### src/design/mf3_pkg.sv
// Shared types, constants and compare helpers of the 3x3 median filter.
package mf3_pkg;

    localparam int MAX_WIDTH  = 1024;
    localparam int MAX_HEIGHT = 1024;

    localparam int PIX_W     = 8;
    localparam int DIM_W     = 11;
    localparam int COL_W     = $clog2(MAX_WIDTH);
    localparam int ROW_W     = $clog2(MAX_HEIGHT) + 1;
    localparam int CFG_IDX_W = 1;

    localparam logic [CFG_IDX_W-1:0] REG_WIDTH  = 1'b0;
    localparam logic [CFG_IDX_W-1:0] REG_HEIGHT = 1'b1;

    localparam logic [DIM_W-1:0] MIN_DIM      = DIM_W'(3);
    localparam logic [DIM_W-1:0] LIMIT_WIDTH  = DIM_W'(MAX_WIDTH);
    localparam logic [DIM_W-1:0] LIMIT_HEIGHT = DIM_W'(MAX_HEIGHT);
    localparam logic [DIM_W-1:0] RESET_WIDTH  = DIM_W'(640);
    localparam logic [DIM_W-1:0] RESET_HEIGHT = DIM_W'(480);

    localparam logic OP_PIXEL = 1'b0;
    localparam logic OP_DRAIN = 1'b1;

    typedef struct packed {
        logic             operation;
        logic [PIX_W-1:0] pixel_in;
    } t_pix_in;

    typedef struct packed {
        logic [PIX_W-1:0] pixel_out;
        logic             frame_end;
    } t_pix_out;

    // Position flags of one step, decided when the item is accepted.
    typedef struct packed {
        logic emit;
        logic interior;
        logic last;
    } t_tag;

    // One new window column: two stored rows and the incoming pixel.
    typedef struct packed {
        logic [PIX_W-1:0] top;
        logic [PIX_W-1:0] mid;
        logic [PIX_W-1:0] bot;
    } t_column;

    typedef struct packed {
        logic [PIX_W-1:0] hi;
        logic [PIX_W-1:0] md;
        logic [PIX_W-1:0] lo;
    } t_sorted;

    function automatic logic [DIM_W-1:0] clamp_dim(input logic [DIM_W-1:0] v,
                                                   input logic [DIM_W-1:0] hi);
        logic [DIM_W-1:0] r;
        r = v;
        if (v < MIN_DIM) r = MIN_DIM;
        else if (v > hi) r = hi;
        return r;
    endfunction

    function automatic logic [PIX_W-1:0] max2(input logic [PIX_W-1:0] a,
                                              input logic [PIX_W-1:0] b);
        return (a > b) ? a : b;
    endfunction

    function automatic logic [PIX_W-1:0] min2(input logic [PIX_W-1:0] a,
                                              input logic [PIX_W-1:0] b);
        return (a < b) ? a : b;
    endfunction

    function automatic logic [PIX_W-1:0] max3(input logic [PIX_W-1:0] a,
                                              input logic [PIX_W-1:0] b,
                                              input logic [PIX_W-1:0] c);
        return max2(max2(a, b), c);
    endfunction

    function automatic logic [PIX_W-1:0] min3(input logic [PIX_W-1:0] a,
                                              input logic [PIX_W-1:0] b,
                                              input logic [PIX_W-1:0] c);
        return min2(min2(a, b), c);
    endfunction

    function automatic logic [PIX_W-1:0] med3(input logic [PIX_W-1:0] a,
                                              input logic [PIX_W-1:0] b,
                                              input logic [PIX_W-1:0] c);
        return max2(min2(a, b), min2(max2(a, b), c));
    endfunction

    function automatic t_sorted sort3(input t_column c);
        t_sorted s;
        s.hi = max3(c.top, c.mid, c.bot);
        s.lo = min3(c.top, c.mid, c.bot);
        s.md = med3(c.top, c.mid, c.bot);
        return s;
    endfunction

endpackage

### src/design/mf3_median.sv
// Sliding 3x3 window of sorted columns, two-stage median select and output register.
module mf3_median (
    input  logic              i_clk,
    input  logic              i_rst_n,
    input  logic              i_valid,
    output logic              o_ready,
    input  mf3_pkg::t_column  i_column,
    input  mf3_pkg::t_tag     i_tag,
    output logic              o_out_valid,
    input  logic              i_out_ready,
    output mf3_pkg::t_pix_out o_out_item
);

    localparam int PW = mf3_pkg::PIX_W;

    logic [PW-1:0] r_lo [3];
    logic [PW-1:0] r_md [3];
    logic [PW-1:0] r_hi [3];
    logic [PW-1:0] r_cm1, r_cm2;

    logic          r2_v, r2_interior, r2_last;
    logic          r3_v, r3_interior, r3_last;
    logic [PW-1:0] r3_maxlo, r3_medmd, r3_minhi, r3_center;
    logic          r_ov;
    mf3_pkg::t_pix_out r_out_item;

    logic             en3, en4, take;
    mf3_pkg::t_sorted s_new;

    assign en4     = !r_ov || i_out_ready;
    assign en3     = !r3_v || en4;
    assign o_ready = !r2_v || en3;
    assign take    = i_valid && o_ready;
    assign s_new   = mf3_pkg::sort3(i_column);

    // Shift window on every step, with or without a result.
    always_ff @(posedge i_clk) begin
        if (take) begin
            r_lo[0] <= r_lo[1];
            r_lo[1] <= r_lo[2];
            r_lo[2] <= s_new.lo;
            r_md[0] <= r_md[1];
            r_md[1] <= r_md[2];
            r_md[2] <= s_new.md;
            r_hi[0] <= r_hi[1];
            r_hi[1] <= r_hi[2];
            r_hi[2] <= s_new.hi;
            r_cm1   <= r_cm2;
            r_cm2   <= i_column.mid;
            r2_interior <= i_tag.interior;
            r2_last     <= i_tag.last;
        end
    end

    always_ff @(posedge i_clk) begin
        if (en3 && r2_v) begin
            r3_maxlo    <= mf3_pkg::max3(r_lo[0], r_lo[1], r_lo[2]);
            r3_medmd    <= mf3_pkg::med3(r_md[0], r_md[1], r_md[2]);
            r3_minhi    <= mf3_pkg::min3(r_hi[0], r_hi[1], r_hi[2]);
            r3_center   <= r_cm1;
            r3_interior <= r2_interior;
            r3_last     <= r2_last;
        end
        if (en4 && r3_v) begin
            r_out_item.pixel_out <= r3_interior ?
                                    mf3_pkg::med3(r3_maxlo, r3_medmd, r3_minhi) : r3_center;
            r_out_item.frame_end <= r3_last;
        end
    end

    always_ff @(posedge i_clk) begin
        if (!i_rst_n) begin
            r2_v <= 1'b0;
            r3_v <= 1'b0;
            r_ov <= 1'b0;
        end else begin
            if (o_ready) r2_v <= i_valid && i_tag.emit;
            if (en3)     r3_v <= r2_v;
            if (en4)     r_ov <= r3_v;
        end
    end

    assign o_out_valid = r_ov;
    assign o_out_item  = r_out_item;

endmodule

### config.mk
export PLATFORM = sky130hd
export DESIGN_NAME = mf3_median
export DESIGN_NICKNAME = d
export VERILOG_FILES = /design/src/design/mf3_pkg.sv /design/src/design/mf3_median.sv
export SDC_FILE = /design/constraint.sdc
export NUM_CORES = 1
export LEC_CHECK = 0
export BUFFER_PORTS_ARGS = -buffer_cell sky130_fd_sc_hd__buf_2
export CAP_MARGIN = 20
export CORE_UTILIZATION = 45
export CTS_BUF_LIST = sky130_fd_sc_hd__clkbuf_4 sky130_fd_sc_hd__clkbuf_8
export DETAILED_ROUTE_END_ITERATION = 6
export GPL_TIMING_DRIVEN = 0
export HOLD_SLACK_MARGIN = 0.05
export PLACE_DENSITY = 0.74
export SYNTH_ARGS = -nofsm -noshare
export SYNTH_HDL_FRONTEND = slang
export SYNTH_SLANG_ARGS = --single-unit
### constraint.sdc
create_clock -name i_clk -period 9.16 [get_ports i_clk]
set_clock_uncertainty 0.05 [all_clocks]
set_input_delay 1.374 -clock i_clk [delete_from_list [all_inputs] [get_ports i_clk]]
set_output_delay 1.374 -clock i_clk [all_outputs]
set_load 0.03 [all_outputs]
==> results of run 1 <==
[kinds of logic after synthesis]
family | share of synthesized area, %
compound gates | 12.7
flops | 47.1
simple gates | 7.08
buf+inv | 5.31
fa+ha+maj | 15.6
mux | 12.2
[worst min path at each step]
stage,cells after the start,slack (ns),from,endpoint
after floorplan,0,0.35,r3_last$_DFFE_PP_,o_out_item[0]$_DFFE_PP_
after global placement,0,0.35,r_cm1[2]$_DFFE_PP_,r3_center[2]$_DFFE_PP_
after detailed placement,0,0.35,r_cm1[7]$_DFFE_PP_,r3_center[7]$_DFFE_PP_
after CTS,0,0.37,r_cm2[4]$_DFFE_PP_,r_cm1[4]$_DFFE_PP_
after global routing,0,0.37,r_cm2[7]$_DFFE_PP_,r_cm1[7]$_DFFE_PP_
final,0,0.37,r_cm2[4]$_DFFE_PP_,r_cm1[4]$_DFFE_PP_
[power breakdown]
group	switching [mW]	internal, mW	total [mW]
clock network	0.230	0.241	0.471
registers	0.0467	0.794	0.841
logic	0.521	0.401	0.922
[Yosys cell counts (2+ instances only)]
cell type / count / area share [%]
edfxtp_1: 133 / 46
a21oi_1: 37 / 2.2
o21a_1: 9 / 0.78
nand2b_1: 9 / 0.65
buf_2: 2 / 0.12
a221o_1: 3 / 0.35
o221ai_1: 9 / 0.92
a311oi_1: 2 / 0.20
ha_1: 107 / 16
mux2i_1: 53 / 6.2
clkbuf_1: 6 / 0.26
and3_1: 3 / 0.22
buf_1: 3 / 0.13
nor3_1: 2 / 0.12
and2_1: 4 / 0.29
a211o_1: 3 / 0.31
a31oi_1: 2 / 0.15
o21ai_1: 3 / 0.17
nand3_1: 16 / 0.93
nand2_1: 26 / 1.1
nor2b_1: 11 / 0.80
mux2_2: 45 / 5.9
a21o_1: 25 / 2.2
a2111oi_0: 2 / 0.20
a21oi_2: 3 / 0.31
a21boi_0: 2 / 0.17
a211oi_1: 2 / 0.17
nand4_1: 16 / 1.2
inv_1: 105 / 4.6
o22ai_1: 3 / 0.22
nor2_1: 26 / 1.1
dfxtp_1: 3 / 0.70
o21ai_0: 42 / 2.4
[worst reg2reg max path, delay by kind of cell (launching register included)]
kind                     cells  cell delay (ns)
multiplexers                 2             0.69
AO/OA/AOI/OAI               13             2.90
buffers and inverters        3             0.96
flip-flops                   1             0.43
adder cells (fa/ha/maj)      3             0.94
[registers in the layout, summed over array words and instances (netlist names)]
register / cells
o_out_item: 9
r2_v: 1
r3_minhi: 8
r_hi: 24
r_cm2: 8
r_md: 24
r3_last: 1
r2_last: 1
o_out_valid: 1
r_cm1: 8
r_lo: 24
r2_interior: 1
r3_v: 1
r3_medmd: 8
r3_center: 8
r3_interior: 1
r3_maxlo: 8
[routing by layer]
layer / share of wire (%) / wire [µm] / up-vias
li1: - / - / 2882
met1: 48 / 8130 / 2701
met5: 0 / 0 / -
met2: 47 / 8010 / 128
met3: 3.9 / 666 / 15
met4: 1.3 / 214 / 0
[through the flow]
step / utilization [%] / cell area (µm²) / hold WS, ns / setup slack [ns]
CTS: 51.0 / 9540 / 0.369 / 3.12
floorplan: - / 8610 / 0.350 / 3.69
global placement: 48.7 / 9100 / 0.352 / 3.00
global route: 51.0 / 9540 / 0.371 / 2.57
finish: 51.0 / 9540 / 0.366 / 2.98
detailed placement: 49.0 / 9170 / 0.355 / 2.91
[layout make-up]
class,count,area share [%]
inverter,105,4.13
clock buffer,18,2.53
timing repair buffer,43,2.65
sequential,136,42.5
multi-input combinational,488,43.1
clock inverter,14,1.38
buffer,13,0.656
tap,234,3.07
==> results_dict.tcl, run 1 <==
set metrics [dict create \
    met2_usage_pct 29.6 \
    crit_path_top_delay_cell "clkbuf_1" \
    grt_pass1_vias 5455 \
    r2r_end "r3_medmd[3]$_DFFE_PP_" \
    hold_viol 0 \
    cp-startpoint "r_md[0][5]$_DFFE_PP_" \
    dp_hpwl_um 13300 \
    wl_per_cell_um 16.2 \
    min_period_over_period_pct 67.5 \
    grt_max_degree 73 \
    period_needed_ns 6.18 \
    rows 50 \
    met1_usage_pct 24.7 \
    reg2reg_depth 21 \
    synth-edff-count 133 \
    syn_area_mm2 0.00861 \
    die_y_um 140 \
    dieArea_mm2 0.0197 \
    cp-start-kind "register" \
    rrSetupSlack_ns 2.98 \
    cts_setup_buffers 0 \
    drive_above_1_share_pct 16.5 \
    crit_path_frequent_cell "a21oi_1" \
    powerDensity_mw_per_mm2 234 \
    clk_pin_slew_ns 0.08 \
    postSynthCellCount 742 \
    timing.fmax_mhz 162 \
    final_cell_mix "edfxtp_1, ha_1, inv_1, mux2i_1, mux2_2" \
    ys.warnings.count 0 \
    numCtsBuffers 17 \
    cts_resized 0 \
    worstHoldPathType "register to register" \
    placed_cells 1019 \
    cp.arrival_ns 6.38 \
    reg2reg_from "r_md[0][5]$_DFFE_PP_" \
    relSlewSlack_pct 44.5 \
    hold_buffers 0 \
    seq_area_mm2 0.00405 \
    crit_path_max_incr_delay_ns 0.52 \
    endpoint_kind "register" \
    path_cells "ha_1 > a211o_1 > a21oi_1 > a211oi_4 > clkbuf_1 > o21ai_0 > ha_1 > a21o_1 > a21o_1 > a21oi_1 > o21a_1 > o31a_1 > buf_4 > mux2i_1 > ha_1 > a21o_1 > a21oi_1 > a21oi_1 > o22ai_1 > clkbuf_1 > mux2i_1" \
    first_iter_violations 285 \
    first_pass_iters 5 \
    routed_via_density 5.45 \
    io_pins 42 \
    diodes 0 \
    ant_nets 0 \
    final_common_cell "edfxtp_1" \
    initial_core_util_pct 46.0 \
    cts_tree "yes" \
    crit_type "register to register" \
    timing.critical_path.buf_inv 3 \
    gr-total-overflow 0 \
    grt_usage_pct 18.2 \
    multi_input_area_mm2 0.00411 \
    num_vias 5726 \
    status "complete, no violations" \
    nNetsFinal 942 \
    cp_num_cells 21 \
    stdcell_count 1051 \
    grt_pass1_wl_um 27300 \
    cts_max_level 4 \
    synthArstFlopShare_pct 0 \
    gp_congestion 0.931 \
    cts_sinks 136 \
    die_x_um 140 \
    antenna_found_initial 0 \
    rsz0062_at_grt "no" \
    synthFlopType "edfxtp_1" \
    crit_fanout 10 \
    ys_ff_latch 136 \
    numPortBuffers 41 \
    cp.required_ns 9.36 \
    power_mw 2.23 \
    grt.busiest_layer "met2" \
    drv_cap 0 \
    clockRootBuffer "clkbuf_8" \
    cts_buffer_depth 2 \
    synth_fp_nets 880 \
    crit_path_end "r3_medmd[3]$_DFFE_PP_" \
    yosysUniqueCellTypes 58 \
    slew_violations 0 \
    tightest_slew_ns 0.829 \
    finalSetupViolCount 0 \
    syn_to_final_growth_pct 10.8 \
    ir_drop_v 0.000106 \
    clock_latency_ns 0.45 \
    ys_seq_area_share_pct 47.1 \
    cellLeakagePower_nw 4.23 \
    fillCellCount 1674 \
    final.setup.tns_ns 0 \
    coreArea_mm2 0.0187 \
    path_delay_family "compound AO/OA/AOI/OAI gates" \
    avgSynthCellArea_um2 11.6 \
    drc 0 \
    routed_wl_um 17000 \
    grtUsageMet3_pct 2.94 \
]
(Power assumes the default switching activity.)
==> run 2, diff against run 1 <==
--- a/config.mk
+++ b/config.mk
@@ -12,7 +12,7 @@
 export DETAILED_ROUTE_END_ITERATION = 6
 export GPL_TIMING_DRIVEN = 0
 export HOLD_SLACK_MARGIN = 0.05
-export PLACE_DENSITY = 0.74
+export PLACE_DENSITY = 0.76
 export SYNTH_ARGS = -nofsm -noshare
 export SYNTH_HDL_FRONTEND = slang
 export SYNTH_SLANG_ARGS = --single-unit
==> constraint.sdc (replaced) <==
create_clock -name i_clk -period 5.6 [get_ports i_clk]
set_clock_uncertainty 0.05 [all_clocks]
set_input_delay 0.84 -clock i_clk [delete_from_list [all_inputs] [get_ports i_clk]]
set_output_delay 0.84 -clock i_clk [all_outputs]
set_load 0.03 [all_outputs]
==> results_dict.tcl, run 2 (same netlist as run 1, synthesis figures left out) <==
set metrics [dict create \
    reg2reg_depth 24 \
    grt_pass1_wl_um 27500 \
    numPortBuffers 41 \
    met1_usage_pct 25.3 \
    die_x_um 140 \
    dieArea_mm2 0.0197 \
    ir_drop_v 0.000187 \
    hold_buffers 0 \
    finalSetupViolCount 0 \
    hold_viol 0 \
    hold_depth 0 \
    clock_latency_ns 0.45 \
    antenna_found_initial 0 \
    slew_violations 0 \
    grtUsageMet3_pct 3.69 \
    cellLeakagePower_nw 4.30 \
    powerDensity_mw_per_mm2 398 \
    nNetsFinal 950 \
    worstHoldPathType "register to register" \
    crit_fanout 10 \
    routed_via_density 5.49 \
    grt_max_degree 71 \
    hold_slack_ns 0.371 \
    ant_nets 0 \
    syn_to_final_growth_pct 13.2 \
    endpoint_kind "register" \
    period_needed_ns 5.35 \
    r2r_end "r3_medmd[1]$_DFFE_PP_" \
    num_vias 5819 \
    status "complete, no violations" \
    place_ws_ns -0.505 \
    met2_usage_pct 29.0 \
    tightest_slew_ns 0.745 \
    gr-total-overflow 0 \
    placed_area_mm2 0.00917 \
    drc 0 \
    top_regs "r_hi x24, r_lo x24, r_md x24" \
    worst_slack_ns 0.245 \
    cp.required_ns 5.72 \
    initial_core_util_pct 46.0 \
    reg2reg_from "r_md[0][13]$_DFFE_PP_" \
    cts_tree "yes" \
    crit_path_end "r3_medmd[1]$_DFFE_PP_" \
    final.setup.tns_ns 0 \
    finish.instance_area_mm2 0.00974 \
    first_iter_violations 370 \
    cp-start-kind "register" \
    cts_sinks 136 \
    final_cell_mix "edfxtp_1, ha_1, inv_1, mux2i_1, mux2_2" \
    first_pass_iters 5 \
    grt_pass1_vias 5494 \
    rrSetupSlack_ns 0.25 \
    cts_buffer_depth 2 \
    grt.busiest_layer "met2" \
    dp_hpwl_um 13300 \
    coreArea_mm2 0.0187 \
    die_y_um 140 \
    routed_wl_um 17200 \
    drive_above_1_share_pct 20.1 \
    clk_pin_slew_ns 0.08 \
    min_period_over_period_pct 95.6 \
    wl_per_cell_um 16.3 \
    drv_cap 0 \
    crit_type "register to register" \
    diodes 0 \
    cp.arrival_ns 5.48 \
    rows 50 \
    final_common_cell "edfxtp_1" \
    gp_congestion 0.875 \
    cp-startpoint "r_md[0][13]$_DFFE_PP_" \
    numCtsBuffers 17 \
    fillCellCount 1603 \
    timing.fmax_mhz 187 \
    relSlewSlack_pct 50.2 \
    cts_max_level 4 \
    io_pins 42 \
    clockRootBuffer "clkbuf_8" \
    grt_usage_pct 18.2 \
]
## run 2: cell types whose count changed in the layout (fill, tap and decap cells not counted), sizes merged
cell,before,now
inv,107,108
clkinv,8,4
clkinvlp,2,3
bufinv,2,3
buf,50,59
## run 2: cell type report
type                    instances  area (µm²)  share of cell area [%]
clock inverters                13         171                    1.76
plain buffers                  13        67.6                   0.693
flip-flops and latches        136        4050                    41.6
inverters                     105         394                    4.04
repair buffers                 51         313                    3.21
clock buffers                  19         249                    2.56
multi-input cells             488        4200                    43.1
well taps                     234         293                    3.00
## run 2: per-stage QoR
stage                     total power [mW]  utilization, %  std cells
after floorplan                       2.52               -        742
after global placement                2.84            48.7       1017
after detailed placement              2.89            49.0       1019
after CTS                             3.77            51.4       1053
after global routing                  4.14            52.1       1059
final                                 3.88            52.1       1059
## run 2: how the worst min path moves through the flow
stage / startpoint / end
finish: r_cm1[5]$_DFFE_PP_ / r3_center[5]$_DFFE_PP_
global route: r_cm2[7]$_DFFE_PP_ / r_cm1[7]$_DFFE_PP_
CTS: r_cm1[5]$_DFFE_PP_ / r3_center[5]$_DFFE_PP_
detailed placement: r_cm1[7]$_DFFE_PP_ / r3_center[7]$_DFFE_PP_
global placement: r_cm2[5]$_DFFE_PP_ / r_cm1[5]$_DFFE_PP_
floorplan: r3_last$_DFFE_PP_ / o_out_item[0]$_DFFE_PP_
## run 2: where the power goes
group | switching, mW | internal (mW) | leakage (nW)
clock network | 0.393 | 0.456 | 0.203
logic | 0.897 | 0.756 | 2.79
registers | 0.0776 | 1.30 | 1.30
total | 1.37 | 2.51 | 4.30
## run 2: timing repair
item,4_1_cts,5_1_grt
pin swaps,0,1
cloned,0,0
setup buffers,2,6
endpoints found under the setup margin,16,16
gates resized for setup,6,23
## run 2: per-layer routing
layer	part of all wire, %	vias up
met3	5.3	18
met5	0	-
met1	48	2749
met4	1.0	0
met2	46	150
li1	-	2902
## run 2: critical path, cell delays in order, from the launching register on
cell	delay, ns
edfxtp_1	0.43
inv_1	0.10
ha_1	0.26
a211o_1	0.32
a21oi_2	0.25
a211oi_4	0.10
clkbuf_2	0.20
o21ai_1	0.24
ha_1	0.29
a21o_1	0.16
a21o_1	0.18
a21oi_2	0.27
o21a_1	0.17
o31a_1	0.12
buf_4	0.19
mux2i_2	0.28
ha_1	0.29
a21o_1	0.18
a21oi_1	0.16
a21oi_1	0.10
o22ai_2	0.22
buf_4	0.26
nand2_1	0.07
o221ai_1	0.08
a311oi_1	0.09
==> run 3, diff against run 2 <==
--- a/config.mk
+++ b/config.mk
@@ -10,9 +10,9 @@
 export CORE_UTILIZATION = 45
 export CTS_BUF_LIST = sky130_fd_sc_hd__clkbuf_4 sky130_fd_sc_hd__clkbuf_8
 export DETAILED_ROUTE_END_ITERATION = 6
-export GPL_TIMING_DRIVEN = 0
 export HOLD_SLACK_MARGIN = 0.05
 export PLACE_DENSITY = 0.76
+export SLEW_MARGIN = 30
 export SYNTH_ARGS = -nofsm -noshare
 export SYNTH_HDL_FRONTEND = slang
 export SYNTH_SLANG_ARGS = --single-unit
==> results_dict.tcl, run 3 (same netlist as run 1, synthesis figures left out) <==
set metrics [dict create \
    drc 0 \
    hold_slack_ns 0.373 \
    cts_sinks 136 \
    path_delay_family "compound AO/OA/AOI/OAI gates" \
    period_needed_ns 5.34 \
    rows 50 \
    final_common_cell "edfxtp_1" \
    finish.instance_area_mm2 0.00963 \
    hold_path_end "r3_last$_DFFE_PP_" \
    fillCellCount 1556 \
    final_cell_mix "edfxtp_1, ha_1, inv_1, mux2i_1, mux2_2" \
    rrSetupSlack_ns 0.26 \
    slew_violations 0 \
    wl_per_cell_um 17.0 \
    worst_slack_ns 0.259 \
    first_pass_iters 5 \
    dieArea_mm2 0.0197 \
    num_vias 5831 \
    gp_congestion 0.948 \
    initial_core_util_pct 46.0 \
    crit_path_frequent_cell "ha_1" \
    crit_path_top_delay_cell "edfxtp_1" \
    syn_to_final_growth_pct 11.9 \
    clk_pin_slew_ns 0.07 \
    first_iter_violations 307 \
    status "complete, no violations" \
    grt_max_degree 64 \
    gr-total-overflow 0 \
    multi_input_area_mm2 0.00413 \
    nNetsFinal 943 \
    cp.arrival_ns 5.54 \
    placed_area_mm2 0.00914 \
    power_mw 3.84 \
    antenna_found_initial 0 \
    routed_wl_um 17900 \
    crit_type "register to register" \
    timing.critical_path.buf_inv 0 \
    seq_area_mm2 0.00405 \
    numCtsBuffers 17 \
    top_regs "r_hi x24, r_lo x24, r_md x24" \
    powerDensity_mw_per_mm2 399 \
    diodes 0 \
    finalSetupViolCount 0 \
    final.setup.tns_ns 0 \
    tightest_slew_ns 0.876 \
    cts_tree "yes" \
    clock_latency_ns 0.44 \
    path_cells "ha_1 > a211o_1 > a21oi_2 > nor2_2 > or2_1 > o21ai_1 > ha_1 > o21a_1 > o21ai_0 > a21oi_1 > a221o_1 > a31oi_4 > mux2i_2 > ha_1 > and3_1 > a221o_1 > a21oi_1 > a31oi_2 > nand2b_2 > o221ai_1" \
    die_x_um 140 \
    hold_path_startpoint "r2_last$_DFFE_PP_" \
    relSlewSlack_pct 41.6 \
    endpoint_kind "register" \
    numPortBuffers 41 \
    crit_fanout 10 \
    cts_max_level 4 \
    hold_buffers 0 \
    cts_buffer_depth 2 \
    drive_above_1_share_pct 18.7 \
    ant_nets 0 \
    dp_hpwl_um 13800 \
    place_ws_ns 0.0928 \
    r2r_end "o_out_item[7]$_DFFE_PP_" \
    clockRootBuffer "clkbuf_8" \
    die_y_um 140 \
    worstHoldPathType "register to register" \
    coreArea_mm2 0.0187 \
    cp-start-kind "register" \
    grt_pass1_vias 5639 \
    min_period_over_period_pct 95.4 \
    io_pins 42 \
    ir_drop_v 0.000173 \
    hold_viol 0 \
    hold_depth 0 \
    grt_usage_pct 19.1 \
    grt_pass1_wl_um 28800 \
    reg2reg_depth 20 \
    routed_via_density 5.54 \
    timing.fmax_mhz 187 \
    drv_cap 0 \
    cp.required_ns 5.80 \
    cellLeakagePower_nw 4.27 \
    crit_path_max_incr_delay_ns 0.41 \
    reg2reg_from "r3_maxlo[5]$_DFFE_PP_" \
]
==> run 3: cell count changes in the layout (fill, tap and decap cells not counted), sizes merged <==
| cell | delta |
|---|---|
| clkbuf | -6 |
| inv | -2 |
| clkinv | +1 |
| buf | -2 |
| clkinvlp | +2 |
==> run 3: per-stage QoR <==
stage / utilization (%) / instances
3_3_place_gp: 48.8 / 1013
2_1_floorplan: - / 742
5_1_grt: 51.5 / 1052
6_report: 51.5 / 1052
3_5_place_dp: 48.9 / 1014
4_1_cts: 51.1 / 1046
==> run 3: routing by layer <==
layer / vias up / GRT usage, % / wire [µm]
li1: 2890 / - / -
met1: 2766 / 25.4 / 8390
met2: 144 / 31.4 / 8360
met3: 31 / 3.97 / 783
met4: 0 / 5.55 / 321
met5: - / 0 / 0
==> run 3: worst max path at each step <==
| stage | start | end | slack, ns | cells past startpoint |
|---|---|---|---|---|
| final | r3_maxlo[5]$_DFFE_PP_ | o_out_item[7]$_DFFE_PP_ | 0.26 | 20 |
| after global routing | r3_maxlo[5]$_DFFE_PP_ | o_out_item[7]$_DFFE_PP_ | -0.02 | 20 |
| after CTS | r3_maxlo[5]$_DFFE_PP_ | o_out_item[7]$_DFFE_PP_ | 0.05 | 20 |
| after detailed placement | r3_maxlo[5]$_DFFE_PP_ | o_out_item[7]$_DFFE_PP_ | 0.09 | 19 |
| after global placement | r3_maxlo[5]$_DFFE_PP_ | o_out_item[7]$_DFFE_PP_ | 0.15 | 20 |
| after floorplan | r_md[0][5]$_DFFE_PP_ | r3_medmd[1]$_DFFE_PP_ | 0.43 | 23 |
==> run 3: final cells by class <==
| class | instances | share of cell area, % |
|---|---|---|
| multi-input cells | 488 | 42.9 |
| flip-flops and latches | 136 | 42.1 |
| inverters | 105 | 4.09 |
| repair buffers | 57 | 3.58 |
| well taps | 234 | 3.04 |
| clock buffers | 18 | 2.51 |
| clock inverters | 14 | 1.83 |
==> run 3: power by group <==
group          internal [mW]  total (mW)  switching, mW
sequential              1.30        1.38         0.0768
clock                  0.447       0.842          0.395
combinational          0.731        1.62          0.891
total                   2.48        3.84           1.36
==> run 3: timing repair <==
action | in CTS | in global routing
gates resized for setup | 0 | 9
setup buffers | 0 | 6
setup endpoints to repair | 0 | 10
