[src/design/mf3_pkg.sv]
// Shared types, constants and compare helpers of the 3x3 median filter.
package mf3_pkg;

    localparam int MAX_WIDTH  = 1024;
    localparam int MAX_HEIGHT = 1024;

    localparam int PIX_W     = 8;
    localparam int DIM_W     = 11;
    localparam int COL_W     = $clog2(MAX_WIDTH);
    localparam int ROW_W     = $clog2(MAX_HEIGHT) + 1;
    localparam int CFG_IDX_W = 1;

    localparam logic [CFG_IDX_W-1:0] REG_WIDTH  = 1'b0;
    localparam logic [CFG_IDX_W-1:0] REG_HEIGHT = 1'b1;

    localparam logic [DIM_W-1:0] MIN_DIM      = DIM_W'(3);
    localparam logic [DIM_W-1:0] LIMIT_WIDTH  = DIM_W'(MAX_WIDTH);
    localparam logic [DIM_W-1:0] LIMIT_HEIGHT = DIM_W'(MAX_HEIGHT);
    localparam logic [DIM_W-1:0] RESET_WIDTH  = DIM_W'(640);
    localparam logic [DIM_W-1:0] RESET_HEIGHT = DIM_W'(480);

    localparam logic OP_PIXEL = 1'b0;
    localparam logic OP_DRAIN = 1'b1;

    typedef struct packed {
        logic             operation;
        logic [PIX_W-1:0] pixel_in;
    } t_pix_in;

    typedef struct packed {
        logic [PIX_W-1:0] pixel_out;
        logic             frame_end;
    } t_pix_out;

    // Position flags of one step, decided when the item is accepted.
    typedef struct packed {
        logic emit;
        logic interior;
        logic last;
    } t_tag;

    // One new window column: two stored rows and the incoming pixel.
    typedef struct packed {
        logic [PIX_W-1:0] top;
        logic [PIX_W-1:0] mid;
        logic [PIX_W-1:0] bot;
    } t_column;

    typedef struct packed {
        logic [PIX_W-1:0] hi;
        logic [PIX_W-1:0] md;
        logic [PIX_W-1:0] lo;
    } t_sorted;

    function automatic logic [DIM_W-1:0] clamp_dim(input logic [DIM_W-1:0] v,
                                                   input logic [DIM_W-1:0] hi);
        logic [DIM_W-1:0] r;
        r = v;
        if (v < MIN_DIM) r = MIN_DIM;
        else if (v > hi) r = hi;
        return r;
    endfunction

    function automatic logic [PIX_W-1:0] max2(input logic [PIX_W-1:0] a,
                                              input logic [PIX_W-1:0] b);
        return (a > b) ? a : b;
    endfunction

    function automatic logic [PIX_W-1:0] min2(input logic [PIX_W-1:0] a,
                                              input logic [PIX_W-1:0] b);
        return (a < b) ? a : b;
    endfunction

    function automatic logic [PIX_W-1:0] max3(input logic [PIX_W-1:0] a,
                                              input logic [PIX_W-1:0] b,
                                              input logic [PIX_W-1:0] c);
        return max2(max2(a, b), c);
    endfunction

    function automatic logic [PIX_W-1:0] min3(input logic [PIX_W-1:0] a,
                                              input logic [PIX_W-1:0] b,
                                              input logic [PIX_W-1:0] c);
        return min2(min2(a, b), c);
    endfunction

    function automatic logic [PIX_W-1:0] med3(input logic [PIX_W-1:0] a,
                                              input logic [PIX_W-1:0] b,
                                              input logic [PIX_W-1:0] c);
        return max2(min2(a, b), min2(max2(a, b), c));
    endfunction

    function automatic t_sorted sort3(input t_column c);
        t_sorted s;
        s.hi = max3(c.top, c.mid, c.bot);
        s.lo = min3(c.top, c.mid, c.bot);
        s.md = med3(c.top, c.mid, c.bot);
        return s;
    endfunction

endpackage

[src/design/mf3_ctrl.sv]
// Frame geometry registers and raster position counters of the median filter.
module mf3_ctrl (
    input  logic                          i_clk,
    input  logic                          i_rst_n,
    input  logic                          i_cfg_we,
    input  logic [mf3_pkg::CFG_IDX_W-1:0] i_cfg_index,
    input  logic [mf3_pkg::DIM_W-1:0]     i_cfg_data,
    input  logic                          i_accept,
    output logic [mf3_pkg::COL_W-1:0]     o_col,
    output mf3_pkg::t_tag                 o_tag
);

    localparam int DW = mf3_pkg::DIM_W;
    localparam int CW = mf3_pkg::COL_W;
    localparam int RW = mf3_pkg::ROW_W;

    logic [DW-1:0] r_w, r_h;
    logic [CW-1:0] r_in_col, r_out_col, n_in_col, n_out_col;
    logic [RW-1:0] r_in_row, r_out_row, n_in_row, n_out_row;

    logic          in_wrap, out_wrap, emit, interior, last;
    logic [CW-1:0] c0, oc0;
    logic [RW-1:0] row0, or0;
    logic [DW-1:0] c0_inc, oc0_inc, oc0_p2;
    logic [RW:0]   or0_p1, or0_p2, h_ext;

    always_ff @(posedge i_clk) begin
        if (!i_rst_n) begin
            r_w <= mf3_pkg::RESET_WIDTH;
            r_h <= mf3_pkg::RESET_HEIGHT;
        end else if (i_cfg_we) begin
            case (i_cfg_index)
                mf3_pkg::REG_WIDTH:  r_w <= mf3_pkg::clamp_dim(i_cfg_data,
                                                               mf3_pkg::LIMIT_WIDTH);
                mf3_pkg::REG_HEIGHT: r_h <= mf3_pkg::clamp_dim(i_cfg_data,
                                                               mf3_pkg::LIMIT_HEIGHT);
                default: ;
            endcase
        end
    end

    always_comb begin
        // Wrap a column that a narrower width left behind.
        in_wrap  = DW'(r_in_col) >= r_w;
        c0       = in_wrap ? '0 : r_in_col;
        row0     = in_wrap ? r_in_row + RW'(1) : r_in_row;
        c0_inc   = DW'(c0) + DW'(1);
        emit     = (row0 >= RW'(2)) || ((row0 == RW'(1)) && (c0 != '0));

        out_wrap = DW'(r_out_col) >= r_w;
        oc0      = out_wrap ? '0 : r_out_col;
        or0      = out_wrap ? r_out_row + RW'(1) : r_out_row;
        oc0_inc  = DW'(oc0) + DW'(1);
        oc0_p2   = DW'(oc0) + DW'(2);
        or0_p1   = (RW+1)'(or0) + (RW+1)'(1);
        or0_p2   = (RW+1)'(or0) + (RW+1)'(2);
        h_ext    = (RW+1)'(r_h);
        interior = (or0 != '0) && (or0_p2 <= h_ext) && (oc0 != '0) && (oc0_p2 <= r_w);
        last     = (or0_p1 >= h_ext) && (oc0_inc >= r_w);

        if (c0_inc >= r_w) begin
            n_in_col = '0;
            n_in_row = row0 + RW'(1);
        end else begin
            n_in_col = c0_inc[CW-1:0];
            n_in_row = row0;
        end
        n_out_col = r_out_col;
        n_out_row = r_out_row;
        if (emit) begin
            if (last) begin
                n_in_col  = '0;
                n_in_row  = '0;
                n_out_col = '0;
                n_out_row = '0;
            end else if (oc0_inc >= r_w) begin
                n_out_col = '0;
                n_out_row = or0 + RW'(1);
            end else begin
                n_out_col = oc0_inc[CW-1:0];
                n_out_row = or0;
            end
        end
    end

    always_ff @(posedge i_clk) begin
        if (!i_rst_n) begin
            r_in_col  <= '0;
            r_in_row  <= '0;
            r_out_col <= '0;
            r_out_row <= '0;
        end else if (i_accept) begin
            r_in_col  <= n_in_col;
            r_in_row  <= n_in_row;
            r_out_col <= n_out_col;
            r_out_row <= n_out_row;
        end
    end

    assign o_col          = c0;
    assign o_tag.emit     = emit;
    assign o_tag.interior = interior;
    assign o_tag.last     = last;

    a_last_clears: assert property (@(posedge i_clk) disable iff (!i_rst_n)
        (i_accept && emit && last) |=> (r_in_col == '0 && r_in_row == '0 &&
                                        r_out_col == '0 && r_out_row == '0))
        else $error("counters not cleared after the last pixel of a frame");

    a_out_hold: assert property (@(posedge i_clk) disable iff (!i_rst_n)
        (i_accept && !emit) |=> ($stable(r_out_col) && $stable(r_out_row)))
        else $error("output position moved on a step without a result");

endmodule

[config.mk]
export PLATFORM = sky130hd
export DESIGN_NAME = mf3_ctrl
export DESIGN_NICKNAME = d
export VERILOG_FILES = /design/src/design/mf3_pkg.sv /design/src/design/mf3_ctrl.sv
export SDC_FILE = /design/constraint.sdc
export NUM_CORES = 1
export LEC_CHECK = 0
export ABC_AREA = 0
export BUFFER_PORTS_ARGS = -buffer_cell sky130_fd_sc_hd__buf_2
export CAP_MARGIN = 20
export CORE_AREA = 2 2 169 171
export DETAILED_ROUTE_END_ITERATION = 8
export DIE_AREA = 0 0 171 173
export SKIP_LAST_GASP = 1
export SYNTH_ARGS = -nofsm -noshare
export SYNTH_HDL_FRONTEND = slang
export SYNTH_SLANG_ARGS = --single-unit
[constraint.sdc]
create_clock -name i_clk -period 10.3 [get_ports i_clk]
set_clock_uncertainty 0.15 [all_clocks]
set_input_delay 2.06 -clock i_clk [delete_from_list [all_inputs] [get_ports i_clk]]
set_output_delay 2.06 -clock i_clk [all_outputs]
set_load 0.1 [all_outputs]
==> results.md, run 1 <==
* Setup crit end kind: output port
* Setup Viol. Count Final at 0
* H-tree depth at 3
* Initial antenna violation count at 0
* Vias in the first global route at 5731
* Tmin final at 8.07 ns
* GPL Wtd Cong at between 0.8 and 0.9
* Core Util, Final at 26.7%
* Die height at about 170 µm
* RSZ-0062 raised after global routing: no
* Maximum vdd drop at 76.1 µV
* Mapped Nets at 954
* Resized cells post-CTS at 0
* Layout cells sized above 1 at 7.85%
* Setup TNS at 0 ns
* FF+latch count, synth at 64
* Min-delay worst type: flop to flop
* CP delay by family, top: compound AO/OA/AOI/OAI gates
* Horiz. Die Dim at between 150 and 200 µm
* Startpoint types: flop
* Initial Utilization at roughly a quarter
* Final worst-path cycle share at 78.3%
* Post-Syn Area per Cell at 7.77 µm²
* I/O pins at 29
* CP Max Fanout at 16
* Leak at approximately 0.0029 µW
* Post-route DRC at 0
* Power, Total at 688 µW
* Final wirelength at 18000 µm
* Cell Pwr Density at just over 90 nW/µm²
* Via/cell ratio at 5.03
* Worst path depth at 23
* WS Path Type: flop to output port
* Post-Syn Instances at 850
* Max Clk Rate at 124 MHz
* CORE AREA at 27600 µm²
* Cts bufs inserted at 9
* Clk_lat worst skew at 0.34 ns
* # hold bufs at CTS at 0
* Synthesis Warnings at 0
* Final #Nets at roughly 950
* Sink Count at 64
* Row cnt at 61
* Clk buf depth at 2
* Ant diodes at 0
* Worst hold slack at 0.314 ns
* Routed vias at 6186
* CP bufs+invs at 3
* CTS tree: built
* WHS Path Cells at 2
* Crit-path max cell delay at 0.48 ns
* Post-route ant nets at 0
* Root Driver: clkbuf_16
* Synthesis-to-layout area growth at 11.5%
* EDFF count, synth at 0
* Gr ovfl total at 0
* Max Slew Vio Count at 0
* Final HPWL DP at 13900 µm
* Max Cap Violations at 0
* Dominant synthesized flop cell: dfxtp_1
* Synthesized cell area at 6610 µm²
* DIE AREA at roughly 30000 µm²
* Final Hold Viols at 0
* Reg2Reg Depth at 24
* Drt first pass iters at 5
* Largest net degree at the start of global routing at 40
* Setup repair bufs after CTS at 0
* Pin slew with the least headroom to its limit at 0.811 ns
* Iter 0 DRT Violations at 454
* WL/cell at 14.7 µm
* Arrival time worst endpoint at 5.86 ns
* Post-synthesis sequential area ratio at about a fifth
* Status: complete, no violations
* IO buf count at 28
* Synth cell types at 81
* Worst-path clk slew at around 0.060 ns
* Asr flop ratio synth at 0%
* WP data required at 8.09 ns
* Post-route cell area at 7370 µm²
* GRT Overall Usage at 12.5%
* Max-Slew Margin vs Limit at 45.5%
* First-pass GRT wire length at 30200 µm
* Slowest CP cell: dfxtp_1
* Post-DP Area at 7040 µm²
* Cell Chain, Critical Path: ha_1 -> a211oi_1 -> nor3_1 -> a31o_2 -> nor2_8 -> nand2_1 -> inv_1 -> ha_1 -> and3_1 -> and3_1 -> nand2_1 -> nor3_1 -> xnor2_1 -> nor2_1 -> ha_1 -> nand2_1 -> nor2_1 -> a211oi_1 -> o21a_1 -> a21oi_1 -> a21oi_2 -> inv_2 -> buf_2
[worst register-to-register path, stage by stage, from the launching register on]
cell and delay [ns]:
dfxtp_1 0.48, ha_1 0.30, a211oi_1 0.31, nor3_1 0.12, a31o_2 0.34, nor2_8 0.25
nand2_1 0.16, inv_1 0.10, ha_1 0.21, and3_1 0.23, and3_1 0.19, nand2_1 0.11
nor3_1 0.24, xnor2_1 0.16, nor2_1 0.07, ha_1 0.31, nand2_1 0.07, nor2_1 0.04
a211oi_1 0.24, o21a_1 0.48, a21oi_1 0.12, a21oi_2 0.47, inv_2 0.17, nor3_4 0.50
a22o_1 0.21
[cell families after synthesis]
kind of cell | count (synthesis) | share of synthesized area [%]
and+or+nand+nor | 330 | 25.8
AOI/OAI and AO/OA | 208 | 22.7
buffers and inverters | 88 | 5.59
adders and majority gates | 88 | 16.7
DFF | 64 | 19.4
xor gates and xnor gates | 63 | 8.47
muxes | 9 | 1.36
[routing by layer]
layer | share of wire, % | GRT usage, % | vias up
met5 | 0 | 0 | -
met4 | 1.2 | 3.04 | 0
met3 | 6.4 | 2.52 | 14
met2 | 43 | 18.8 | 193
met1 | 49 | 18.1 | 2894
li1 | - | - | 3085
[where the power goes]
part           switching, µW  internal [µW]  total [µW]  leakage, µW
Combinational           60.8           30.3        91.1      0.00225
Clock                    126            213         339     0.000149
Sequential              5.08            253         258     0.000519
Total                    192            496         688      0.00292
[worst paths after layout]
path | startpoint | end | slack, ns
setup / recovery | r_out_col[8] | o_tag[0] | 2.23
hold / removal | r_w[8] | r_w[8] | 0.31
setup reg to reg | r_out_col[8] | r_out_row[5] | 4.21
hold reg to reg | r_w[8] | r_w[8] | 0.31
[state kept, by name, indices dropped and copies added (netlist names)]
signal,flops
r_in_col,10
r_h,11
r_in_row,11
r_out_col,10
r_out_row,11
r_w,11
[final cells by class]
| type | count | area (µm²) |
|---|---|---|
| inverter | 43 | 164 |
| clock buffer | 10 | 229 |
| sequential | 64 | 1280 |
| clock inverter | 6 | 92.6 |
| timing repair buffer | 32 | 170 |
| fill | 3058 | 20300 |
| tap | 378 | 473 |
| multi-input combinational | 698 | 4960 |
[layout by cell type, fill, tap and decap left out, drive strengths merged, types with 4 or more instances in the layout]
cell type,n
nand2,104
o211ai,10
nand3b,9
buf,32
nor3b,6
o31ai,4
or3,5
a2111oi,5
nand3,29
a21boi,22
dfxtp,64
a21o,7
clkbuf,10
a211oi,10
inv,44
nand4b,4
o2111ai,6
nor2b,18
a22o,19
nor4,12
a32oi,4
nor3,22
a21oi,39
and4,5
and2,19
and3,8
a31oi,4
xor2,31
ha,88
o21ai,32
nand4,17
xnor2,32
mux2i,9
o21a,12
nor2,57
nand2b,9
o22ai,4
[cells in the mapped netlist, drive strengths merged (2+ instances only)]
cell type | count | area share [%]
nand2 | 104 | 5.9
ha | 88 | 17
dfxtp | 64 | 19
nor2 | 57 | 3.5
inv | 43 | 2.5
a21oi | 39 | 3.1
o21ai | 32 | 2.4
xnor2 | 32 | 4.4
xor2 | 31 | 4.1
nand3 | 29 | 2.2
clkbuf | 25 | 1.5
a21boi | 22 | 2.5
nor3 | 22 | 1.9
buf | 20 | 1.6
a22o | 19 | 2.5
and2 | 19 | 1.8
nor2b | 18 | 1.7
nand4 | 17 | 1.6
nor4 | 12 | 1.4
o21a | 12 | 1.4
a211oi | 10 | 1.1
o211ai | 10 | 1.1
mux2i | 9 | 1.4
nand2b | 9 | 0.85
nand3b | 9 | 1.0
and3 | 8 | 0.83
a21o | 7 | 0.80
nor3b | 6 | 0.68
o2111ai | 6 | 0.80
a2111oi | 5 | 1.0
and4 | 5 | 0.66
or3 | 5 | 0.47
a31oi | 4 | 0.38
a32oi | 4 | 0.53
nand4b | 4 | 0.53
o22ai | 4 | 0.38
o31ai | 4 | 0.45
o221ai | 3 | 0.40
o2bb2ai | 3 | 0.40
o311ai | 3 | 0.40
a22oi | 2 | 0.23
a2bb2oi | 2 | 0.27
a31o | 2 | 0.27
o32ai | 2 | 0.27
o41ai | 2 | 0.38
[metrics by stage]
stage	instances	worst slack, ns
6_report	1231	2.23
5_1_grt	1231	1.53
4_1_cts	1231	2.29
3_5_place_dp	1215	2.72
3_3_place_gp	1215	2.86
2_1_floorplan	850	3.49
Note: power is estimated with default switching activity, not from simulation.
==> run 2: changes to the inputs <==
- ABC_AREA: 0 -> 1
- CORE_AREA: 2 2 169 171 -> 2 2 173 175
- DIE_AREA: 0 0 171 173 -> 0 0 175 177
- clock period: 10.3 -> 7.72 ns (I/O delays scaled with it)
==> results.md, run 2 <==
* Setup repair bufs after CTS at 0 (unchanged)
* Count leader, synth: nand2_1
* GRT Overall Usage at 13.0% (+0.48 points)
* Setup crit end kind: output port
* Internal power at 674 µW (+36%)
* Yosys top cell by area: dfxtp_1
* Sink Count at 64 (unchanged)
* DIE AREA at 31000 µm² (+4.7%)
* Setup Viol. Count Final at 0 (unchanged)
* Top cells by area, synth: dfxtp_1 19%, ha_1 16%, nand2_1 15%
* Synthesis-to-layout area growth at 11.1%
* Routed vias at 6831 (+10%)
* Clock share of power at 39.3% (-10 points)
* WL/cell at 13.1 µm (-11%)
* CTS tree: built
* Post-route ant nets at 0 (unchanged)
* Synth top area share at 18.6% (-0.76 points)
* Status: complete, no violations
* Worst hold slack at 0.318 ns (+0.00367 ns)
* Via/cell ratio at 4.56 (-9.3%)
* Leak at 0.00375 µW (+29%)
* Dominant synthesized flop cell: dfxtp_1
* Clk buf depth at 2 (unchanged)
* Maximum vdd drop at 98.0 µV (+29%)
* H-tree depth at 3 (unchanged)
* I/O pins at 29 (unchanged)
* Top cells by count, synth: 281 x nand2_1, 151 x inv_1, 109 x nor2_1
* Die height at 177 µm (+2.3%)
* Final wirelength at 19600 µm (+8.5%)
* Commonest cells after routing, fill and taps aside: 281 x nand2_1, 151 x inv_1, 109 x nor2_1
* Max Slew Vio Count at 0 (unchanged)
* CP bufs+invs at 6 (+3)
* Synthesized cell area at 6870 µm² (+4.1%)
* GPL Wtd Cong at 0.941 (+7.9%)
* Ant diodes at 0 (unchanged)
* RSZ-0062 raised after global routing: no
* First-pass GRT wire length at 32400 µm (+7.4%)
* Initial antenna violation count at 0 (unchanged)
* Commonest non-fill, non-tap cell in the layout: nand2_1
* FF+latch count, synth at 64 (unchanged)
* IO buf count at 28 (unchanged)
* Max Cap Violations at 0 (unchanged)
* WS Path Type: flop to output port
* Cell Pwr Density at 134 nW/µm² (+43%)
* Root Driver: clkbuf_16
* Slowest CP cell: buf_2
* Place WS at 1.37 ns (-1.35 ns)
* Fin cells at 1498 (+22%)
* CORE AREA at 29200 µm² (+5.8%)
* Final worst-path cycle share at 88.4%
* Resized cells post-CTS at 0 (unchanged)
* Cts bufs inserted at 9 (unchanged)
* Placed Instances at 1482 (+22%)
* Pin slew with the least headroom to its limit at 0.766 ns (-0.0449 ns)
* EDFF count, synth at 0 (unchanged)
* CP delay by family, top: simple AND/OR/NAND/NOR gates
* Layout cells sized above 1 at 8.30% (+0.45 points)
* Mapped Nets at 1192 (+25%)
* Row cnt at 63 (+3.3%)
* Layout fillers at 3254 (+6.4%)
* Drt first pass iters at 5 (unchanged)
* Crit-path max cell delay at 0.43 ns (-0.05 ns)
* Horiz. Die Dim at 175 µm (+2.3%)
* Max-Slew Margin vs Limit at 48.7% (+3.2 points)
* Startpoint types: flop
* Iter 0 DRT Violations at 396 (-13%)
* Post-synthesis sequential area ratio at 18.6% (-0.76 points)
* Final Hold Viols at 0 (unchanged)
* Final HPWL DP at 15700 µm (+12%)
* Initial Utilization at 23.5% (-0.41 points)
* Worst setup margin at 0.893 ns (-1.34 ns)
* Switching Share at 33.9% (+6.0 points)
* Post-Syn Instances at 1088 (+28%)
* Comb power frac at 25.4% (+12 points)
* Synth cell types at 53 (-35%)
* Min-delay worst type: flop to flop
* WP data required at 6.03 ns (-2.06 ns)
* Gr ovfl total at 0 (unchanged)
* Vias in the first global route at 6481 (+13%)
* Max Clk Rate at 146 MHz
* Flop pwr share at 35.3% (-2.2 points)
* Largest net degree at the start of global routing at 40 (unchanged)
* Post-route DRC at 0 (unchanged)
* Clk_lat worst skew at 0.34 ns (about the same)
* Setup TNS at 0 ns (unchanged)
* Post-Syn Area per Cell at 6.32 µm² (-19%)
* Worst-path clk slew at 0.06 ns (about the same)
* Final #Nets at 1207 (+27%)
* Psw at 345 µW (+80%)
* CP Max Fanout at 23 (+7)
* Synthesis Warnings at 0 (unchanged)
* Asr flop ratio synth at 0% (unchanged)
* Critical path's most frequent cell: nand2_1
* # hold bufs at CTS at 0 (unchanged)
* Tmin final at 6.83 ns
* Arrival time worst endpoint at 5.13 ns (-0.73 ns)
## run 2: cell count changes after synthesis, sizes merged, moves of 18 or more
cell    change
a21boi     -18
nand3      +29
o21ai      +31
inv       +114
a21oi      +51
xnor2      -26
nand2     +191
nor2       +66
and2       -18
a22o       -19
nor2b      -18
## run 2: worst reg2reg max path: cells and delay by family (launching register included)
family,cells,cell delay [ns]
flops,1,0.33
simple gates,12,3.07
fa+ha+maj,3,0.94
compound gates,3,0.45
buf+inv,4,0.32
## run 2: path summary, 6_finish.rpt
check | cells past startpoint | endpoint | startpoint | slack, ns
max | 28 | o_tag[0] | r_w[6] | 0.89
min | 2 | r_in_col[0] | r_in_col[0] | 0.32
max reg2reg | 22 | r_in_col[5] | r_w[9] | 2.39
min reg2reg | 2 | r_in_col[0] | r_in_col[0] | 0.32
## run 2: kinds of logic after synthesis
group           after synthesis  synth area share [%]
xor+xnor                     38                  5.22
simple gates                533                  34.3
buf+inv                     184                  11.1
fa+ha+maj                    88                  16.0
flops                        64                  18.6
compound gates              181                  14.7
## run 2: stage by stage
stage | cell area [µm²] | total power (µW) | utilization (%)
after detailed placement | 7360 | 625 | 25.2
after global placement | 7360 | 622 | 25.2
final | 7640 | 1020 | 26.1
after floorplan | 6870 | 560 | -
after global routing | 7640 | 1080 | 26.1
after CTS | 7640 | 1030 | 26.1
## run 2: layer usage
metal / part of all wire [%] / vias to the layer above / global-route usage, %
met5: 0 / - / 0
met4: 1.5 / 0 / 3.37
met3: 4.0 / 19 / 2.04
met2: 45 / 138 / 21.9
met1: 49 / 3110 / 17.2
li1: - / 3564 / -
## run 2: cell type report
type,instances,area (µm²),share of cell area (%)
clock inverters,4,45.0,0.590
flip-flops and latches,64,1280,16.8
repair buffers,31,163,2.13
clock buffers,12,236,3.10
well taps,390,488,6.39
multi-input cells,840,4830,63.3
inverters,157,592,7.75
## run 2: power by group through the flow
| stage | Clock [µW] | Combinational (µW) | Sequential (µW) |
|---|---|---|---|
| 2_1_floorplan | 0 | 197 | 362 |
| 3_3_place_gp | 0 | 255 | 367 |
| 3_5_place_dp | 0 | 257 | 367 |
| 4_1_cts | 412 | 259 | 360 |
| 5_1_grt | 424 | 292 | 363 |
| 6_report | 401 | 259 | 360 |
==> run 3: changes to the inputs <==
- BUFFER_PORTS_ARGS: -buffer_cell sky130_fd_sc_hd__buf_2 -> unset
- DONT_BUFFER_PORTS: unset -> 1
==> results.md, run 3 (synthesized netlist as in run 2, its figures left out) <==
* Status: complete, no violations
* Max Cap Violations at 0 (unchanged)
* WS Path Type: flop to output port
* Via/cell ratio at 4.60 (+0.88%)
* Maximum vdd drop at 127 µV (+29%)
* Tmin final at 6.88 ns (+0.0554 ns)
* WL/cell at 13.3 µm (+2.1%)
* Initial antenna violation count at 0 (unchanged)
* Worst hold slack at 0.317 ns (-0.000753 ns)
* Final #Nets at 1185 (-1.8%)
* Iter 0 DRT Violations at 325 (-18%)
* # hold bufs at CTS at 0 (unchanged)
* Max Slew Vio Count at 0 (unchanged)
* Sink Count at 64 (unchanged)
* Ant diodes at 0 (unchanged)
* CP Max Fanout at 16 (-30%)
* DIE AREA at 31000 µm² (unchanged)
* Resized cells post-CTS at 0 (unchanged)
* Placed Instances at 1457 (-1.7%)
* Setup crit end kind: output port
* Power, Total at 1010 µW (-1.4%)
* Post-route ant nets at 0 (unchanged)
* Min-delay worst type: flop to flop
* Clk buf depth at 2 (unchanged)
* WP data required at 6.03 ns (about the same)
* Setup TNS at 0 ns (unchanged)
* Max Clk Rate at 145 MHz (-0.81%)
* Startpoint types: flop
* CP Capture Point: o_tag[0]
* Fin cells at 1475 (-1.5%)
* Layout fillers at 3235 (-0.58%)
* Setup Viol. Count Final at 0 (unchanged)
* Row cnt at 63 (unchanged)
* Root Driver: clkbuf_16
* Reg2reg setup slack at 1.82 ns (-0.57 ns)
* CTS tree: built
* Setup crit start: r_w[2]
* CORE AREA at 29200 µm² (unchanged)
* Die height at 177 µm (unchanged)
* Leak at 0.00365 µW (-2.8%)
* Reg2Reg Depth at 21 (-4.5%)
* IO buf count at 0 (-100%)
* Worst-path clk slew at 0.06 ns (about the same)
* Setup repair bufs after CTS at 0 (unchanged)
* Max-Slew Margin vs Limit at 23.9% (-25 points)
* Cts bufs inserted at 9 (unchanged)
* Pin slew with the least headroom to its limit at 1.14 ns (+0.374 ns)
* GRT Overall Usage at 13.2% (+0.20 points)
* Post-route DRC at 0 (unchanged)
* First-pass GRT wire length at 33000 µm (+1.8%)
* Drt first pass iters at 6 (+1)
* Synthesis-to-layout area growth at 10.0%
* Final Hold Viols at 0 (unchanged)
* Arrival time worst endpoint at 5.19 ns (+0.06 ns)
* Commonest non-fill, non-tap cell in the layout: nand2_1
* Layout cells sized above 1 at 6.91% (-1.4 points)
* Final HPWL DP at 15600 µm (-0.56%)
* Cell Pwr Density at 133 nW/µm² (-0.43%)
* Vias in the first global route at 6456 (-0.39%)
* Routed vias at 6785 (-0.67%)
* Gr ovfl total at 0 (unchanged)
* GPL Wtd Cong at 0.892 (-5.2%)
* I/O pins at 29 (unchanged)
* Final wirelength at 19700 µm (+0.53%)
* Initial Utilization at 23.5% (unchanged)
* Largest net degree at the start of global routing at 40 (unchanged)
* Clk_lat worst skew at 0.35 ns (about the same)
* RSZ-0062 raised after global routing: no
* FF-to-FF Start: r_w[2]
* Horiz. Die Dim at 175 µm (unchanged)
* R2R Path End: r_in_col[8]
* H-tree depth at 3 (unchanged)
* Final worst-path cycle share at 89.2% (+0.72 points)
* Commonest cells after routing, fill and taps aside: 281 x nand2_1, 151 x inv_1, 104 x nor2_1
* Core Util, Final at 25.9% (-0.25 points)
[run 3: worst min path at each step]
stage	start	to	cells past startpoint
2_1_floorplan	r_h[5]	r_h[5]	2
3_3_place_gp	r_in_col[0]	r_in_col[0]	2
3_5_place_dp	r_h[6]	r_h[6]	2
4_1_cts	r_in_col[0]	r_in_col[0]	2
5_1_grt	r_w[9]	r_w[9]	2
6_report	r_in_col[0]	r_in_col[0]	2
[run 3: critical path, cell delays in order (launching register included)]
cell and delay [ns]:
dfxtp_1 0.32, inv_1 0.12, ha_1 0.35, nand2_1 0.09
nand2_1 0.05, nor2_1 0.13, nor2_1 0.06, nor2_1 0.13
nand2_2 0.20, nor2_1 0.32, ha_1 0.28, nand3_1 0.20
nor3_2 0.25, nand2_2 0.12, nor2_4 0.11, xor2_2 0.08
ha_1 0.31, nand3_1 0.07, or3_1 0.37, nand4_1 0.08
buf_4 0.21, nand2_2 0.25, inv_1 0.71
[run 3: final cells by class]
type | count | area [µm²] | share of cell area, %
inverter | 157 | 592 | 7.82
timing repair buffer | 9 | 80.1 | 1.06
tap | 390 | 488 | 6.45
multi-input combinational | 840 | 4850 | 64.1
clock buffer | 12 | 256 | 3.39
clock inverter | 3 | 17.5 | 0.232
sequential | 64 | 1280 | 16.9
[run 3: per-layer routing]
metal	GRT usage (%)	vias to the layer above	share of wire (%)
met2	21.4	156	44
met1	18.3	3090	50
met3	2.23	16	5.0
li1	-	3523	-
met5	0	-	0
met4	2.95	0	1.2
[run 3: report_power, final]
part	switching [µW]	internal [µW]	total (µW)
Sequential	14.5	346	360
Combinational	174	78.1	252
Clock	161	232	393
[run 3: per-stage QoR]
stage | area (µm²) | worst slack, ns
after global placement | 7250 | 1.40
final | 7560 | 0.838
after global routing | 7560 | 0.444
after CTS | 7530 | 0.840
after floorplan | 6870 | 1.98
after detailed placement | 7250 | 1.22
